===== config.mk =====
export PLATFORM = sky130hd
export DESIGN_NAME = mcast_rx_seq_window_dedup
export DESIGN_NICKNAME = d
export VERILOG_FILES = /design/src/rtl/core/mrsd_pkg.sv /design/src/rtl/core/mrsd_ctrl.sv /design/src/rtl/core/mrsd_dpath.sv /design/src/rtl/core/mcast_rx_seq_window_dedup.sv
export SDC_FILE = /design/constraint.sdc
export NUM_CORES = 1
export LEC_CHECK = 0
export ABC_AREA = 1
export BUFFER_PORTS_ARGS = -buffer_cell sky130_fd_sc_hd__buf_2
export CORE_ASPECT_RATIO = 1.4
export CORE_UTILIZATION = 64
export CTS_CLUSTER_DIAMETER = 30
export DETAILED_ROUTE_END_ITERATION = 10
export PLACE_DENSITY = 0.82
export SLEW_MARGIN = 30
export SYNTH_ARGS = -nofsm -noshare
export SYNTH_HDL_FRONTEND = slang
export SYNTH_SLANG_ARGS = --single-unit

===== constraint.sdc =====
create_clock -name clock -period 25.1 [get_ports clock]
set_clock_uncertainty 0.15 [all_clocks]
set_input_delay 0 -clock clock [delete_from_list [all_inputs] [get_ports clock]]
set_output_delay 0 -clock clock [all_outputs]
set_load 0.005 [all_outputs]

===== src/rtl/core/mrsd_pkg.sv =====
// shared types, constants and sequence helpers for the multicast dedup scoreboard
`default_nettype none

package mrsd_pkg;

   localparam int unsigned SEQ_W = 12;
   localparam int unsigned CSR_IDX_W = 2;

   // register indexes
   localparam logic [CSR_IDX_W-1:0] REG_FEATURE_SWITCH = 2'd0;
   localparam logic [CSR_IDX_W-1:0] REG_PACK_ENABLE    = 2'd1;
   localparam logic [CSR_IDX_W-1:0] REG_STATION_MODE   = 2'd2;

   typedef enum logic [3:0] {
      ST_CLEAR,
      ST_IDLE,
      ST_JUDGE,
      ST_SLIDE,
      ST_SLIDE_CHK,
      ST_FORCE,
      ST_FL_RD,
      ST_FL_CHK,
      ST_FL_WIN,
      ST_DONE
   } state_type;

   typedef enum logic [3:0] {
      CMD_NONE,
      CMD_CLEAR,
      CMD_ACCEPT,
      CMD_JUDGE,
      CMD_SLIDE_STEP,
      CMD_SLIDE_MARK,
      CMD_FORCE,
      CMD_FL_READ,
      CMD_FL_STEP,
      CMD_FL_WIN,
      CMD_FL_END,
      CMD_LOAD_OUT
   } cmd_type;

   typedef struct packed {
      cmd_type op;
   } dp_cmd_type;

   typedef struct packed {
      logic clr_last;
      logic tracked;
      logic dup;
      logic br_a;
      logic br_b;
      logic br_c;
      logic force_b;
      logic force_c;
      logic fl_adv;
      logic fl_win_more;
      logic out_free;
   } dp_status_type;

   // a at or after b
   function automatic logic seq_geq(input logic [SEQ_W-1:0] a, input logic [SEQ_W-1:0] b);
      logic [SEQ_W-1:0] d;
      d = a - b;
      return ~d[SEQ_W-1];
   endfunction

   // a strictly before b
   function automatic logic seq_lt(input logic [SEQ_W-1:0] a, input logic [SEQ_W-1:0] b);
      logic [SEQ_W-1:0] d;
      d = b - a;
      return (d != '0) && ~d[SEQ_W-1];
   endfunction

endpackage

`default_nettype wire


===== src/rtl/core/mrsd_ctrl.sv =====
// controller state machine for the multicast dedup scoreboard
`default_nettype none

module mrsd_ctrl (
   input  wire                  clock,
   input  wire                  reset,
   input  wire                  req_valid,
   output logic                 req_stall,
   input  wire mrsd_pkg::dp_status_type stat,
   output mrsd_pkg::dp_cmd_type    cmd
);

   mrsd_pkg::state_type state_ff, state_in;

   always_ff @(posedge clock) begin
      if (reset) begin
         state_ff <= mrsd_pkg::ST_CLEAR;
      end else begin
         state_ff <= state_in;
      end
   end

   // next state
   always_comb begin
      state_in = state_ff;
      unique case (state_ff)
         mrsd_pkg::ST_CLEAR: begin
            if (stat.clr_last) state_in = mrsd_pkg::ST_IDLE;
         end
         mrsd_pkg::ST_IDLE: begin
            if (req_valid) state_in = stat.tracked ? mrsd_pkg::ST_JUDGE : mrsd_pkg::ST_DONE;
         end
         mrsd_pkg::ST_JUDGE: begin
            if (stat.dup) state_in = mrsd_pkg::ST_DONE;
            else if (stat.br_a) state_in = mrsd_pkg::ST_FL_RD;
            else if (stat.br_b) state_in = stat.force_b ? mrsd_pkg::ST_FORCE : mrsd_pkg::ST_DONE;
            else if (stat.br_c) state_in = mrsd_pkg::ST_SLIDE;
            else state_in = mrsd_pkg::ST_DONE;
         end
         mrsd_pkg::ST_SLIDE: begin
            if (!stat.br_c) state_in = mrsd_pkg::ST_SLIDE_CHK;
         end
         mrsd_pkg::ST_SLIDE_CHK: begin
            state_in = stat.force_c ? mrsd_pkg::ST_FORCE : mrsd_pkg::ST_FL_RD;
         end
         mrsd_pkg::ST_FORCE:  state_in = mrsd_pkg::ST_FL_RD;
         mrsd_pkg::ST_FL_RD:  state_in = mrsd_pkg::ST_FL_CHK;
         mrsd_pkg::ST_FL_CHK: begin
            state_in = stat.fl_adv ? mrsd_pkg::ST_FL_RD : mrsd_pkg::ST_FL_WIN;
         end
         mrsd_pkg::ST_FL_WIN: begin
            if (!stat.fl_win_more) state_in = mrsd_pkg::ST_DONE;
         end
         mrsd_pkg::ST_DONE: begin
            if (stat.out_free) state_in = mrsd_pkg::ST_IDLE;
         end
         default: state_in = mrsd_pkg::ST_CLEAR;
      endcase
   end

   // outputs
   always_comb begin
      cmd.op    = mrsd_pkg::CMD_NONE;
      req_stall = 1'b1;
      unique case (state_ff)
         mrsd_pkg::ST_CLEAR: cmd.op = mrsd_pkg::CMD_CLEAR;
         mrsd_pkg::ST_IDLE: begin
            req_stall = 1'b0;
            if (req_valid) cmd.op = mrsd_pkg::CMD_ACCEPT;
         end
         mrsd_pkg::ST_JUDGE: cmd.op = mrsd_pkg::CMD_JUDGE;
         mrsd_pkg::ST_SLIDE: begin
            cmd.op = stat.br_c ? mrsd_pkg::CMD_SLIDE_STEP : mrsd_pkg::CMD_SLIDE_MARK;
         end
         mrsd_pkg::ST_SLIDE_CHK: cmd.op = mrsd_pkg::CMD_NONE;
         mrsd_pkg::ST_FORCE:     cmd.op = mrsd_pkg::CMD_FORCE;
         mrsd_pkg::ST_FL_RD:     cmd.op = mrsd_pkg::CMD_FL_READ;
         mrsd_pkg::ST_FL_CHK: begin
            if (stat.fl_adv) cmd.op = mrsd_pkg::CMD_FL_STEP;
         end
         mrsd_pkg::ST_FL_WIN: begin
            cmd.op = stat.fl_win_more ? mrsd_pkg::CMD_FL_WIN : mrsd_pkg::CMD_FL_END;
         end
         mrsd_pkg::ST_DONE: begin
            if (stat.out_free) cmd.op = mrsd_pkg::CMD_LOAD_OUT;
         end
         default: cmd.op = mrsd_pkg::CMD_NONE;
      endcase
   end

endmodule

`default_nettype wire


===== src/rtl/core/mrsd_dpath.sv =====
// datapath: window registers, bitmap memory, counters and result register
`default_nettype none

module mrsd_dpath #(
   parameter int unsigned BITMAP_DEPTH = 256
) (
   input  wire                               clock,
   input  wire                               reset,
   input  wire                               csr_write_enable,
   input  wire  [mrsd_pkg::CSR_IDX_W-1:0]    csr_index,
   input  wire                               csr_write_data,
   input  wire  [mrsd_pkg::SEQ_W-1:0]        req_seq_num,
   input  wire                               req_is_multicast,
   output logic                              rsp_valid,
   input  wire                               rsp_stall,
   output logic                              rsp_drop,
   output logic [mrsd_pkg::SEQ_W-1:0]        rsp_window_start,
   output logic [31:0]                       rsp_all_count,
   output logic [31:0]                       rsp_fresh_count,
   input  wire mrsd_pkg::dp_cmd_type         cmd,
   output mrsd_pkg::dp_status_type           stat
);

   localparam int unsigned IDXW = $clog2(BITMAP_DEPTH);
   localparam logic [IDXW-1:0] IDX_MASK = IDXW'(BITMAP_DEPTH - 1);
   localparam logic [mrsd_pkg::SEQ_W-1:0] SPAN = mrsd_pkg::SEQ_W'(BITMAP_DEPTH - 1);

   typedef logic [mrsd_pkg::SEQ_W-1:0] seq_type;

   function automatic logic [IDXW-1:0] bit_idx(input seq_type s);
      return s[IDXW-1:0] & IDX_MASK;
   endfunction

   logic    feature_ff, pack_ff, station_ff;
   seq_type seq_ff, rs_ff, re_ff, wl_ff;
   logic [31:0] total_ff, fresh_ff;
   logic    drop_ff;
   logic [IDXW-1:0] clr_ff;
   logic    rd_ff;
   logic    mem [0:BITMAP_DEPTH-1];

   logic    rsp_valid_ff, rsp_drop_ff;
   seq_type rsp_ws_ff;
   logic [31:0] rsp_all_ff, rsp_fresh_ff;

   seq_type seq_inc, rs_inc, wl_inc;
   logic    in_reorder;
   logic    we, wd;
   logic [IDXW-1:0] wa, ra;

   assign seq_inc = seq_ff + 1'b1;
   assign rs_inc  = rs_ff + 1'b1;
   assign wl_inc  = wl_ff + 1'b1;
   assign in_reorder = mrsd_pkg::seq_geq(seq_ff, rs_ff) && mrsd_pkg::seq_lt(seq_ff, re_ff);

   always_comb begin
      stat.clr_last    = (clr_ff == IDXW'(BITMAP_DEPTH - 1));
      stat.tracked     = feature_ff & pack_ff & station_ff & req_is_multicast;
      stat.dup         = mrsd_pkg::seq_lt(seq_ff, rs_ff) || (in_reorder && rd_ff);
      stat.br_a        = in_reorder;
      stat.br_b        = mrsd_pkg::seq_geq(seq_ff, re_ff) && mrsd_pkg::seq_lt(seq_ff, wl_ff);
      stat.br_c        = mrsd_pkg::seq_geq(seq_ff, wl_ff);
      stat.force_b     = mrsd_pkg::seq_geq(seq_inc, wl_ff);
      stat.force_c     = mrsd_pkg::seq_geq(re_ff, wl_ff);
      stat.fl_adv      = mrsd_pkg::seq_lt(rs_ff, re_ff) && rd_ff;
      stat.fl_win_more = (wl_ff != seq_type'(rs_ff + SPAN));
      stat.out_free    = ~rsp_valid_ff | ~rsp_stall;
   end

   // memory port selection
   always_comb begin
      we = 1'b0;
      wd = 1'b0;
      wa = bit_idx(seq_ff);
      ra = bit_idx(rs_ff);
      case (cmd.op)
         mrsd_pkg::CMD_CLEAR: begin
            we = 1'b1;
            wa = clr_ff;
         end
         mrsd_pkg::CMD_ACCEPT: ra = bit_idx(req_seq_num);
         mrsd_pkg::CMD_JUDGE: begin
            we = ~stat.dup & (stat.br_a | stat.br_b);
            wd = 1'b1;
         end
         mrsd_pkg::CMD_SLIDE_STEP: begin
            we = 1'b1;
            wa = bit_idx(rs_ff);
         end
         mrsd_pkg::CMD_SLIDE_MARK: begin
            we = 1'b1;
            wd = 1'b1;
         end
         mrsd_pkg::CMD_FORCE, mrsd_pkg::CMD_FL_WIN: begin
            we = 1'b1;
            wa = bit_idx(wl_inc);
         end
         default: ;
      endcase
   end

   always_ff @(posedge clock) begin
      if (we) mem[wa] <= wd;
      rd_ff <= mem[ra];
   end

   always_ff @(posedge clock) begin
      if (reset) begin
         feature_ff   <= 1'b0;
         pack_ff      <= 1'b0;
         station_ff   <= 1'b0;
         rs_ff        <= '0;
         re_ff        <= seq_type'(1);
         wl_ff        <= SPAN;
         total_ff     <= '0;
         fresh_ff     <= '0;
         clr_ff       <= '0;
         rsp_valid_ff <= 1'b0;
      end else begin
         if (csr_write_enable) begin
            unique case (csr_index)
               mrsd_pkg::REG_FEATURE_SWITCH: feature_ff <= csr_write_data;
               mrsd_pkg::REG_PACK_ENABLE:    pack_ff    <= csr_write_data;
               mrsd_pkg::REG_STATION_MODE:   station_ff <= csr_write_data;
               default: ;
            endcase
         end
         if (cmd.op == mrsd_pkg::CMD_LOAD_OUT) rsp_valid_ff <= 1'b1;
         else if (rsp_valid_ff && !rsp_stall) rsp_valid_ff <= 1'b0;
         case (cmd.op)
            mrsd_pkg::CMD_CLEAR: clr_ff <= clr_ff + 1'b1;
            mrsd_pkg::CMD_ACCEPT: begin
               if (stat.tracked) total_ff <= total_ff + 1'b1;
            end
            mrsd_pkg::CMD_JUDGE: begin
               if (!stat.dup) begin
                  fresh_ff <= fresh_ff + 1'b1;
                  if (!stat.br_a && stat.br_b) re_ff <= seq_inc;
               end
            end
            mrsd_pkg::CMD_SLIDE_STEP: begin
               wl_ff <= wl_inc;
               rs_ff <= seq_type'(wl_inc - SPAN);
            end
            mrsd_pkg::CMD_SLIDE_MARK: re_ff <= seq_inc;
            mrsd_pkg::CMD_FORCE: begin
               rs_ff <= rs_inc;
               if (mrsd_pkg::seq_geq(rs_inc, re_ff)) re_ff <= seq_type'(rs_inc + 1'b1);
               wl_ff <= wl_inc;
            end
            mrsd_pkg::CMD_FL_STEP: rs_ff <= rs_inc;
            mrsd_pkg::CMD_FL_WIN:  wl_ff <= wl_inc;
            mrsd_pkg::CMD_FL_END: begin
               if (mrsd_pkg::seq_geq(rs_ff, re_ff)) re_ff <= rs_inc;
            end
            default: ;
         endcase
      end
   end

   // payload registers
   always_ff @(posedge clock) begin
      case (cmd.op)
         mrsd_pkg::CMD_ACCEPT: begin
            seq_ff  <= req_seq_num;
            drop_ff <= 1'b0;
         end
         mrsd_pkg::CMD_JUDGE: drop_ff <= stat.dup;
         mrsd_pkg::CMD_LOAD_OUT: begin
            rsp_drop_ff  <= drop_ff;
            rsp_ws_ff    <= rs_ff;
            rsp_all_ff   <= total_ff;
            rsp_fresh_ff <= fresh_ff;
         end
         default: ;
      endcase
   end

   assign rsp_valid        = rsp_valid_ff;
   assign rsp_drop         = rsp_drop_ff;
   assign rsp_window_start = rsp_ws_ff;
   assign rsp_all_count    = rsp_all_ff;
   assign rsp_fresh_count  = rsp_fresh_ff;

endmodule

`default_nettype wire


===== src/rtl/core/mcast_rx_seq_window_dedup.sv =====
// result path: an untracked beat goes straight to the result load; a tracked beat is judged
//   first, and a kept beat may then slide the window slot by slot, force a window move,
//   flush reorder slots and clear slots at the new window end before its result loads
// flow: one beat at a time, the next is taken the cycle after the result loads;
//   the bitmap walk is the longest part of a beat, and a stalled result holds the next one off
// reset: synchronous, active high; a clearing pass over every bitmap entry runs with req_stall high
`default_nettype none

module mcast_rx_seq_window_dedup #(
   parameter int unsigned BITMAP_DEPTH = 256
) (
   input  wire                               clock,
   input  wire                               reset,
   // configuration writes
   input  wire                               csr_write_enable,
   input  wire  [mrsd_pkg::CSR_IDX_W-1:0]    csr_index,
   input  wire                               csr_write_data,
   // request beat
   input  wire                               req_valid,
   output logic                              req_stall,
   input  wire  [mrsd_pkg::SEQ_W-1:0]        req_seq_num,
   input  wire                               req_is_multicast,
   // response beat
   output logic                              rsp_valid,
   input  wire                               rsp_stall,
   output logic                              rsp_drop,
   output logic [mrsd_pkg::SEQ_W-1:0]        rsp_window_start,
   output logic [31:0]                       rsp_all_count,
   output logic [31:0]                       rsp_fresh_count
);

   // command and status between sequencer and datapath
   mrsd_pkg::dp_cmd_type    cmd;
   mrsd_pkg::dp_status_type stat;

   mrsd_ctrl u_ctrl (
      .clock     (clock),
      .reset     (reset),
      .req_valid (req_valid),
      .req_stall (req_stall),
      .stat      (stat),
      .cmd       (cmd)
   );

   // window registers, bitmap and response register live here
   mrsd_dpath #(
      .BITMAP_DEPTH (BITMAP_DEPTH)
   ) u_dpath (
      .clock            (clock),
      .reset            (reset),
      .csr_write_enable (csr_write_enable),
      .csr_index        (csr_index),
      .csr_write_data   (csr_write_data),
      .req_seq_num      (req_seq_num),
      .req_is_multicast (req_is_multicast),
      .rsp_valid        (rsp_valid),
      .rsp_stall        (rsp_stall),
      .rsp_drop         (rsp_drop),
      .rsp_window_start (rsp_window_start),
      .rsp_all_count    (rsp_all_count),
      .rsp_fresh_count  (rsp_fresh_count),
      .cmd              (cmd),
      .stat             (stat)
   );

   // an accepted beat keeps the input stalled until its result is queued
   a_busy_after_accept: assert property (@(posedge clock) disable iff (reset)
      (req_valid && !req_stall) |=> req_stall)
      else $error("input not stalled after accepted beat");

   // the clearing pass blocks input right after reset
   a_stall_after_reset: assert property (@(posedge clock)
      $past(reset) |-> req_stall)
      else $error("input open during bitmap clear");

   // a result load never overwrites a pending response beat
   a_no_overwrite: assert property (@(posedge clock) disable iff (reset)
      (cmd.op == mrsd_pkg::CMD_LOAD_OUT) |-> (!rsp_valid || !rsp_stall))
      else $error("response overwritten while stalled");

endmodule

`default_nettype wire

# == After elaboration in Yosys (flattened, before gate mapping) ==
# Memories as Yosys holds them, arrays and structs flattened. A register that Yosys moved wholly into a read port is not among the register bits.
# Cells that the tools add are included.
# op_classes
add_sub_neg,20
multipliers,0
div_mod_pow,0
n_lt_le_gt_ge,0
eq_ne,32
n_shift,0
mux,36
bitwise,15
n_reduce_logical,35
# ops
cell,n
$sub A12 B12 Y12,11
$add A32 B1 Y32 const B,2
$mux W4,14
$add A12 B1 Y12 const B,4
$mux W12,4
$pmux W12 S4,1
$reduce_bool A12 Y1,4
$pmux W4 S10,1
$pmux W4 S9,1
$eq A4 B3 Y1 const B,7
$eq A4 B4 Y1 const B,6
$pmux W12 S2,1
$pmux W8 S3,1
$eq A4 B2 Y1 const B,4
$ne A2 B2 Y1 const B,7
$add A12 B8 Y12 const B,1
$ne A12 B12 Y1,1
$sub A12 B8 Y12 const B,1
$logic_and A1 B1 Y1,10
$reduce_and A2 Y1,5
$reduce_and A5 Y1,2
$not A1 Y1,9
$add A8 B1 Y8 const B,1
$eq A4 B1 Y1 const B,2
other kinds (19),38
# word_totals
regBits,206
latchBits,0
ramBits,256
rom_bits,0
output_inout_bits,79
memories,1
# mem_list
memory,depth,word_bits,read_ports,rd_ports_with_merged_regs,wr,line_no,text
u_dpath.mem,256,1,1,1,1,mrsd_dpath.sv:40,logic mem [0:BITMAP_DEPTH-1];

# == Longest topological paths before layout ==
# Gate-level depths: netlist (run 1).
# depth
ltp_word,11
depth_mapped,25
depth_no_buf,25

# == Hierarchy ==
# Synthesis (run 1) repeated with hierarchy kept, for this count alone.
# hier_totals
cells_unflattened,3464
area_unflattened_um2,27189.8
# modules_own_cells
mod,n_inst,cells_per_inst,area_each_um2,seq_area_each_um2
mrsd_dpath,1,3370,26658.1,12652.1
mrsd_ctrl,1,94,531.8,80.1

# == Worst setup path before layout (run 1) ==
# No wires, ideal clock.
# synth_path
path_kind,register to register
startpoint,register u_dpath.wl_ff[6]
endpoint,register u_dpath.re_ff[10]
arrival_ns,13.708
t_required_ns,24.837
setup_slack_ns,11.129
stages_incl_launch_ff,17
cell_sequence,dfxtp_1 inv_1 ha_1 nand2_1 nor2_1 and2_1 nand2_1 nand3_1 nand2_1 and2_1 o21ai_0 o21ai_0 nor2_1 buf_2 nand2_1 nand2_1 nor2_1
# synth_via
elab_chain_cells,7
elab_cells_between_ends,22
classes_between,add/sub: 2; eq/ne: 9; mux: 4; bitwise: 1; reduce/logical: 6
# synth_lines
item,line_no,text
start: declaration,mrsd_dpath.sv:35,"seq_type seq_ff, rs_ff, re_ff, wl_ff;"
start signal: assignment,mrsd_dpath.sv:142,wl_ff <= wl_inc;
start signal: assignment,mrsd_dpath.sv:149,wl_ff <= wl_inc;
start signal: assignment,mrsd_dpath.sv:152,mrsd_pkg::CMD_FL_WIN: wl_ff <= wl_inc;
"parallel branches: the longest is 7 deep, another holds $sub A12 B12 Y12",n/a,
end signal: assignment,mrsd_dpath.sv:138,if (!stat.br_a && stat.br_b) re_ff <= seq_inc;
end signal: assignment,mrsd_dpath.sv:145,mrsd_pkg::CMD_SLIDE_MARK: re_ff <= seq_inc;
end signal: assignment,mrsd_dpath.sv:148,"if (mrsd_pkg::seq_geq(rs_inc, re_ff)) re_ff <= seq_type'(rs_inc + 1'b1);"
end: declaration,mrsd_dpath.sv:35,
# Parallel ways; which one is timed is not known.
# A chain may end at the register's enable or synchronous reset.

# == Worst setup path after layout (run 1) ==
# layout_path
startpoint,register u_dpath.rs_ff[4]
endpoint,memory u_dpath.mem[100] (enable)
# layout_via
elab_chain_cells,11
elab_cells_between_ends,34
classes_between,add/sub: 4; eq/ne: 7; mux: 7; bitwise: 6; reduce/logical: 10
# layout_lines
item,line_no,text
start: declaration,mrsd_dpath.sv:35,
start signal: assignment,mrsd_dpath.sv:143,rs_ff <= seq_type'(wl_inc - SPAN);
start signal: assignment,mrsd_dpath.sv:147,rs_ff <= rs_inc;
start signal: assignment,mrsd_dpath.sv:151,mrsd_pkg::CMD_FL_STEP: rs_ff <= rs_inc;
$sub A12 B12 Y12,mrsd_pkg.sv:70,d = b - a;
$reduce_bool A12 Y1 or $not A1 Y1 (tied branches),mrsd_pkg.sv:71,return (d != '0) && ~d[SEQ_W-1];
$logic_and A1 B1 Y1,mrsd_pkg.sv:71,
$logic_and A1 B1 Y1,mrsd_dpath.sv:65,"stat.fl_adv = mrsd_pkg::seq_lt(rs_ff, re_ff) && rd_ff;"
$mux W4,mrsd_ctrl.sv:79,if (stat.fl_adv) cmd.op = mrsd_pkg::CMD_FL_STEP;
$pmux W4 S9,mrsd_ctrl.sv:65,unique case (state_ff)
$eq A4 B3 Y1 (tied with other cells),mrsd_dpath.sv:76,case (cmd.op)
$reduce_or A5 Y1 (no line),n/a,
$pmux W1 S2,mrsd_dpath.sv:76,
$mux W1,mrsd_dpath.sv:103,if (we) mem[wa] <= wd;
$mux W1 (implied by the code),mrsd_dpath.sv:103,
end: declaration,mrsd_dpath.sv:40,
# Several ways; a longest one is shown, not always the timed one.

==> results.cfg, run 1 <==
[outcome]
status = finished clean

[worst_setup_path]
r2r_cells = 18
r2r_start = u_dpath.rs_ff[4]$_SDFFE_PP0P_
crit_chain = inv_1 -> ha_1 -> a21oi_1 -> nor2_1 -> o21ai_0 -> nand4_1 -> nand2_1 -> nand2_1 -> nor2_1 -> nand2_1 -> nand2_1 -> nand2_2 -> nor2_4 -> nand2_1 -> nand2_1 -> buf_4 -> nand3_1 -> nor2_1
r2r_setup_slack_ns = 19.46
r2r-end = u_dpath.mem[100]$_DFFE_PP_
critPathArrivalTime_ns = 5.78
max_stage_delay_ns = 0.95
crit_required_ns = 25.24
crit_path_end_kind = flip-flop
crit_family = simple AND/OR/NAND/NOR gates
path_class = flip-flop to flip-flop
path_buf_inv = 2
path_max_fanout = 35
path_common_cell = nand2_1
slowest_stage = dfxtp_1
startpoint_type = flip-flop

[clock_network]
htree_levels = 3
tritoncts = yes
clk_path_buf_depth = 3
cts_buffers = 74
clock_latency_ns = 0.61
cts.sink_count = 463
post_cts_resized = 0
clk_pin_slew_ns = 0.06
clockRootBuffer = clkbuf_16

[run]
max-cap-violations = 0

[finish]
antenna_cells = 0
nets = 3434
fillers = 3024
drive_above_1_share = 0.112
design_area_um2 = 30500
syn2layout_area_growth_pct = 13.1

[hold_path]
hold_depth = 2
hold_class = input pin to flip-flop
hold_end = u_dpath.seq_ff[0]$_DFFE_PN_
min_from = req_seq_num[0]

[yosys]
synth_area_leaders = edfxtp_1 39%, nand2_1 9.6%, dfxtp_1 8.7%
synth_top_cell_by_area = edfxtp_1
synth_edf_count = 346
syn_area_um2 = 27000
yosysTopAreaCellShare = 0.385
ys_warn_count = 0
ys_types = 62
synth_ff_type = edfxtp_1
ys_ff_latch = 463
async_reset_ff_frac = 0
synth_nets = 3335
yosysSeqAreaShare = 0.472
syn_inst = 3183
avgSynthCellArea_um2 = 8.48

[global_route]
antenna_found_initial = 0
overflow = 0
grt_max_degree = 133
grt_pass1_wl_um = 125000
grt_pass1_vias = 23300
grt.total_usage = 0.378

[detailed_routing]
drt_iter0_markers = 2684
vias = 23800
ant_nets = 0
viasPerCell = 6.13
wirelength_um = 81200
dr.pass1.iters = 6
wl_per_cell_um = 20.9
drc_errors = 0

[sta]
min_period_ns = 5.64
fmax_ghz = 0.177
fin_tns_setup_ns = 0
setup_viol = 0
maxSlewHeadroom = 0.343
drv_slew = 0
hold_viol = 0
rsz0062_at_grt = false
finalCritPeriodShare = 0.225
worstMarginPinSlew_ns = 0.985

[pwr]
power_density_nw_per_um2 = 69.6
fin_total_pwr_mw = 2.12
p_leak_nw = 12.1
peakVddDrop_uv = 84.1

[place]
gp_congestion = 1.02
portBuffers = 99
place_hpwl_um = 54100
dpl_cell_area_um2 = 27700

[die]
core_area_um2 = 41400
row_count = 88
die_area_um2 = 43000
pin_count = 100
dieWidth_um = 176
dieHeight_um = 245
start_util = 0.652
## stage by stage
stage          hold slack, ns  instances   util  setup slack (ns)
2_1_floorplan         -0.0511       3183      -             11.13
3_3_place_gp           0.0275       3714  0.668             19.66
3_5_place_dp           0.0351       3715  0.669             19.61
4_1_cts               0.00252       3882  0.737             19.60
5_1_grt                0.0193       3882  0.737             19.24
6_report               0.0181       3882  0.737             19.46
## flip-flops by register name, indices dropped and copies added (netlist names), 4 cells and up
name,cells
u_dpath.rsp_all_count,32
u_dpath.rsp_fresh_count,32
u_ctrl.state_ff,4
u_dpath.fresh_ff,32
u_dpath.total_ff,32
u_dpath.clr_ff,8
u_dpath.mem,256
u_dpath.re_ff,12
u_dpath.rs_ff,12
u_dpath.seq_ff,12
u_dpath.wl_ff,12
u_dpath.rsp_window_start,12
## cell families (layout without fill, tap and decap cells)
kind of cell / count (synthesis) / count (layout) / synth area share
adder cells (fa/ha/maj): 131 / 131 / 0.0613
buffers and inverters: 417 / 576 / 0.0664
XOR/XNOR: 96 / 96 / 0.0322
flip-flops: 463 / 463 / 0.472
AO/OA/AOI/OAI: 449 / 449 / 0.0925
AND/OR/NAND/NOR: 1627 / 1627 / 0.276
## per-layer routing
layer / vias to the layer above / wire, um / global-route usage
li1: 10900 / - / -
met1: 11100 / 28600 / 0.417
met2: 1393 / 40300 / 0.660
met3: 398 / 6300 / 0.0630
met4: 0 / 6080 / 0.270
met5: - / 0 / 0
## area by class of cell
type                       count  area (um2)  area share
sequential                   463       12700       0.417
clock inverter                51         588      0.0193
multi-input combinational   2303       12500       0.410
tap                          540         676      0.0221
clock buffer                  85        1920      0.0630
timing repair buffer         147         961      0.0315
inverter                     293        1120      0.0366
## worst register-to-register path: stages, from the launching register on
cell	delay (ns)
dfxtp_1	0.95
inv_1	0.37
ha_1	0.49
a21oi_1	0.27
nor2_1	0.10
o21ai_0	0.28
nand4_1	0.13
nand2_1	0.10
nand2_1	0.05
nor2_1	0.08
nand2_1	0.06
nand2_1	0.08
nand2_2	0.14
nor2_4	0.64
nand2_1	0.11
nand2_1	0.10
buf_4	0.40
nand3_1	0.52
nor2_1	0.31
## Yosys cell counts (3+ instances only)
| cell type | number |
|---|---|
| buf_2 | 29 |
| a221oi_1 | 3 |
| edfxtp_1 | 346 |
| a31oi_1 | 15 |
| nand3b_1 | 7 |
| o211ai_1 | 17 |
| nor3b_1 | 6 |
| nor2_1 | 486 |
| o22ai_1 | 17 |
| o21ai_0 | 198 |
| o21bai_1 | 29 |
| nor2_2 | 36 |
| o21ai_1 | 5 |
| inv_2 | 8 |
| nor4_1 | 13 |
| nand3_1 | 226 |
| inv_1 | 279 |
| a21oi_1 | 137 |
| nand4_1 | 33 |
| a21boi_0 | 4 |
| ha_1 | 129 |
| a211oi_1 | 8 |
| xor2_1 | 72 |
| nand4_2 | 4 |
| nor2_4 | 9 |
| dfxtp_1 | 117 |
| nor2_8 | 8 |
| nand3_4 | 15 |
| buf_4 | 8 |
| nand3_2 | 12 |
| nand4_4 | 4 |
| o21a_1 | 8 |
| buf_6 | 17 |
| xnor2_1 | 22 |
| clkbuf_1 | 64 |
| nor3_1 | 48 |
| buf_1 | 5 |
| nand2_2 | 12 |
| nand2_4 | 9 |
| nand2_1 | 688 |
## timing repair
action                                 CTS  global route
endpoints found under the hold margin  114             0
setup buffers                            0             0
setup endpoints to repair                0             0
hold buffers                            31             0
## placed cells by master (no fill, tap or decap), types with 9 or more instances in the layout
cell	n
inv_1	278
clkinv_1	10
buf_2	99
nand2_4	11
nand4_1	33
o22ai_1	17
xnor2_1	22
a21oi_1	136
nand3_4	15
o21bai_1	29
nor3_1	48
xor2_1	72
nand3_2	12
o21ai_0	196
dfxtp_1	117
inv_6	11
a31oi_1	15
inv_2	9
nor4_1	13
clkbuf_16	74
nand2_1	686
nor2_1	485
nand3_1	226
nand2_2	12
nor2_4	9
buf_4	14
ha_1	129
o211ai_1	17
dlygate4sd3_1	31
edfxtp_1	346
nor2_2	37
## how the worst max path moves through the flow
stage / start / depth (start not counted) / endpoint
final: u_dpath.rs_ff[4]$_SDFFE_PP0P_ / 18 / u_dpath.mem[100]$_DFFE_PP_
after CTS: u_dpath.rs_ff[4]$_SDFFE_PP0P_ / 18 / u_dpath.mem[100]$_DFFE_PP_
after floorplan: u_dpath.wl_ff[6]$_SDFFE_PP1P_ / 16 / u_dpath.re_ff[10]$_SDFFE_PP0P_
after detailed placement: u_dpath.rs_ff[4]$_SDFFE_PP0P_ / 18 / u_dpath.mem[52]$_DFFE_PP_
after global routing: u_dpath.rs_ff[4]$_SDFFE_PP0P_ / 20 / u_dpath.mem[100]$_DFFE_PP_
after global placement: u_dpath.rs_ff[4]$_SDFFE_PP0P_ / 18 / u_dpath.mem[132]$_DFFE_PP_
## power by group
part           total, mW  switching, mW  internal [mW]
sequential         0.835         0.0119          0.823
clock               1.03          0.385          0.643
combinational      0.262          0.193         0.0688
(Power assumes the default switching activity.)
==> run 2, diff against run 1 <==
Settings changed: CORE_UTILIZATION 64 to 57, PLACE_DENSITY 0.82 to 0.77.
Clock period 25.1 ns to 4.55 ns, I/O delays scaled along.
==> run 2 against run 1 <==
Net effect:
- global-route usage decreased by 2.3 points
- die area grew 12%
- flip-flop and latch count is the same
- critical path type unchanged
- largest cell class unchanged
- first-iteration DRC count decreased by 17%
- worst setup slack worse by 19 ns
==> results.cfg, run 2 (same netlist as run 1, synthesis figures left out) <==
[outcome]
status = finished clean

[finish]
drive_above_1_share = 0.137
nets = 3515
antenna_cells = 0
mostFrequentLayoutCell = nand2_1
seqCellArea_um2 = 12700
largest_reg_flops = 256
largest_register = u_dpath.mem
design_area_um2 = 31700
syn2layout_area_growth_pct = 17.4
final_cell_mix = 685 x nand2_1, 486 x nor2_1, 346 x edfxtp_1
fillers = 3737
fin_cells = 4050
multi_input_area_um2 = 12600

[sta]
drv_slew = 0
hold_viol = 0
worstMarginPinSlew_ns = 0.963
finalCritPeriodShare = 0.920
min_period_ns = 4.19
fin_tns_setup_ns = 0
rsz0062_at_grt = false
finalWorstSetupSlack_ns = 0.363
setup_viol = 0
fmax_ghz = 0.239
maxSlewHeadroom = 0.354

[die]
pin_count = 100
start_util = 0.576
row_count = 94
dieHeight_um = 259
core_area_um2 = 46800
die_area_um2 = 48200
dieWidth_um = 186

[detailed_routing]
wl_per_cell_um = 21.2
vias = 23600
drt_iter0_markers = 2241
ant_nets = 0
drc_errors = 0
viasPerCell = 5.84
wirelength_um = 85700
dr.pass1.iters = 6

[place]
dp_slack_ns = 0.477
gp_congestion = 1.00
dp.cells = 3874
portBuffers = 99
place_hpwl_um = 60900
dpl_cell_area_um2 = 28700

[clock_network]
clk_path_buf_depth = 3
cts_buffers = 79
cts.sink_count = 463
clockRootBuffer = clkbuf_16
ctsHoldBuffers = 32
tritoncts = yes
htree_levels = 3
post_cts_resized = 0
clk_pin_slew_ns = 0.06
clock_latency_ns = 0.62
post_cts_buffers = 0

[pwr]
peakVddDrop_uv = 360
p_leak_nw = 12.7
switching_power_mw = 3.38
swShare = 0.278
p_int_mw = 8.77
seqPwrFrac = 0.378
p_comb_frac = 0.131
power_density_nw_per_um2 = 384
clock_power_share = 0.491
fin_total_pwr_mw = 12.2

[worst_setup_path]
crit_required_ns = 4.71
r2r_setup_slack_ns = 0.36
path_class = flip-flop to flip-flop
r2r_start = u_dpath.seq_ff[3]$_DFFE_PN_
endpoint = u_dpath.mem[249]$_DFFE_PP_
startpoint_type = flip-flop
path_max_fanout = 20
crit_path_end_kind = flip-flop
r2r_cells = 18
r2r-end = u_dpath.mem[249]$_DFFE_PP_
startpoint = u_dpath.seq_ff[3]$_DFFE_PN_
critPathArrivalTime_ns = 4.34

[global_route]
grt_pass1_wl_um = 128000
grt_max_degree = 218
grt_pass1_vias = 22700
overflow = 0
antenna_found_initial = 0
grt.total_usage = 0.355

[run]
max-cap-violations = 0

[hold_path]
hold_class = input pin to flip-flop
[run 2: critical path: stages (launching register included)]
cell and delay [ns]:
edfxtp_1 0.77, inv_1 0.37, ha_1 0.34, a21oi_1 0.26, nor2_1 0.10, o21ai_0 0.23
nand4_1 0.12, nand2_1 0.13, nand2_1 0.06, nor2_1 0.10, nand2_1 0.06, nand2_1 0.07
nand2_2 0.12, nor2_4 0.11, nand2_1 0.06, nand2_1 0.10, buf_12 0.22, nand3_4 0.25
nor2_1 0.21
[run 2: layer usage]
layer,wire [um],share of wire,vias up,GRT usage
li1,-,-,11000,-
met1,30800,0.36,11100,0.394
met2,42500,0.50,1165,0.611
met3,5470,0.064,330,0.0455
met4,6940,0.081,0,0.278
met5,0,0,-,0
[run 2: power by group through the flow]
stage	clock [mW]	sequential, mW	combinational, mW
after global routing	6.18	4.59	1.70
after CTS	6.00	4.59	1.57
after global placement	0	4.67	1.52
after floorplan	0	4.65	1.05
final	5.97	4.60	1.59
after detailed placement	0	4.68	1.54
[run 2: how the worst min path moves through the flow]
stage	slack (ns)	startpoint	cells after the start	to
after global placement	0.03	req_seq_num[9]	1	u_dpath.seq_ff[9]$_DFFE_PN_
final	0.02	req_seq_num[0]	2	u_dpath.seq_ff[0]$_DFFE_PN_
after detailed placement	0.03	req_seq_num[9]	1	u_dpath.seq_ff[9]$_DFFE_PN_
after CTS	0.0005	req_seq_num[0]	2	u_dpath.seq_ff[0]$_DFFE_PN_
after floorplan	-0.05	req_seq_num[0]	0	u_dpath.seq_ff[0]$_DFFE_PN_
after global routing	0.03	req_seq_num[0]	2	u_dpath.seq_ff[0]$_DFFE_PN_
[run 2: final cells by class]
class,instances,area share
timing repair buffer,223,0.0557
tap,624,0.0246
sequential,463,0.402
inverter,293,0.0352
clock buffer,91,0.0658
multi-input combinational,2303,0.398
clock inverter,53,0.0190
[run 2: metrics by stage]
stage	util	hold WS, ns
3_5_place_dp	0.613	0.0311
6_report	0.677	0.0190
3_3_place_gp	0.612	0.0263
2_1_floorplan	-	-0.0511
5_1_grt	0.677	0.0311
4_1_cts	0.677	0.000516
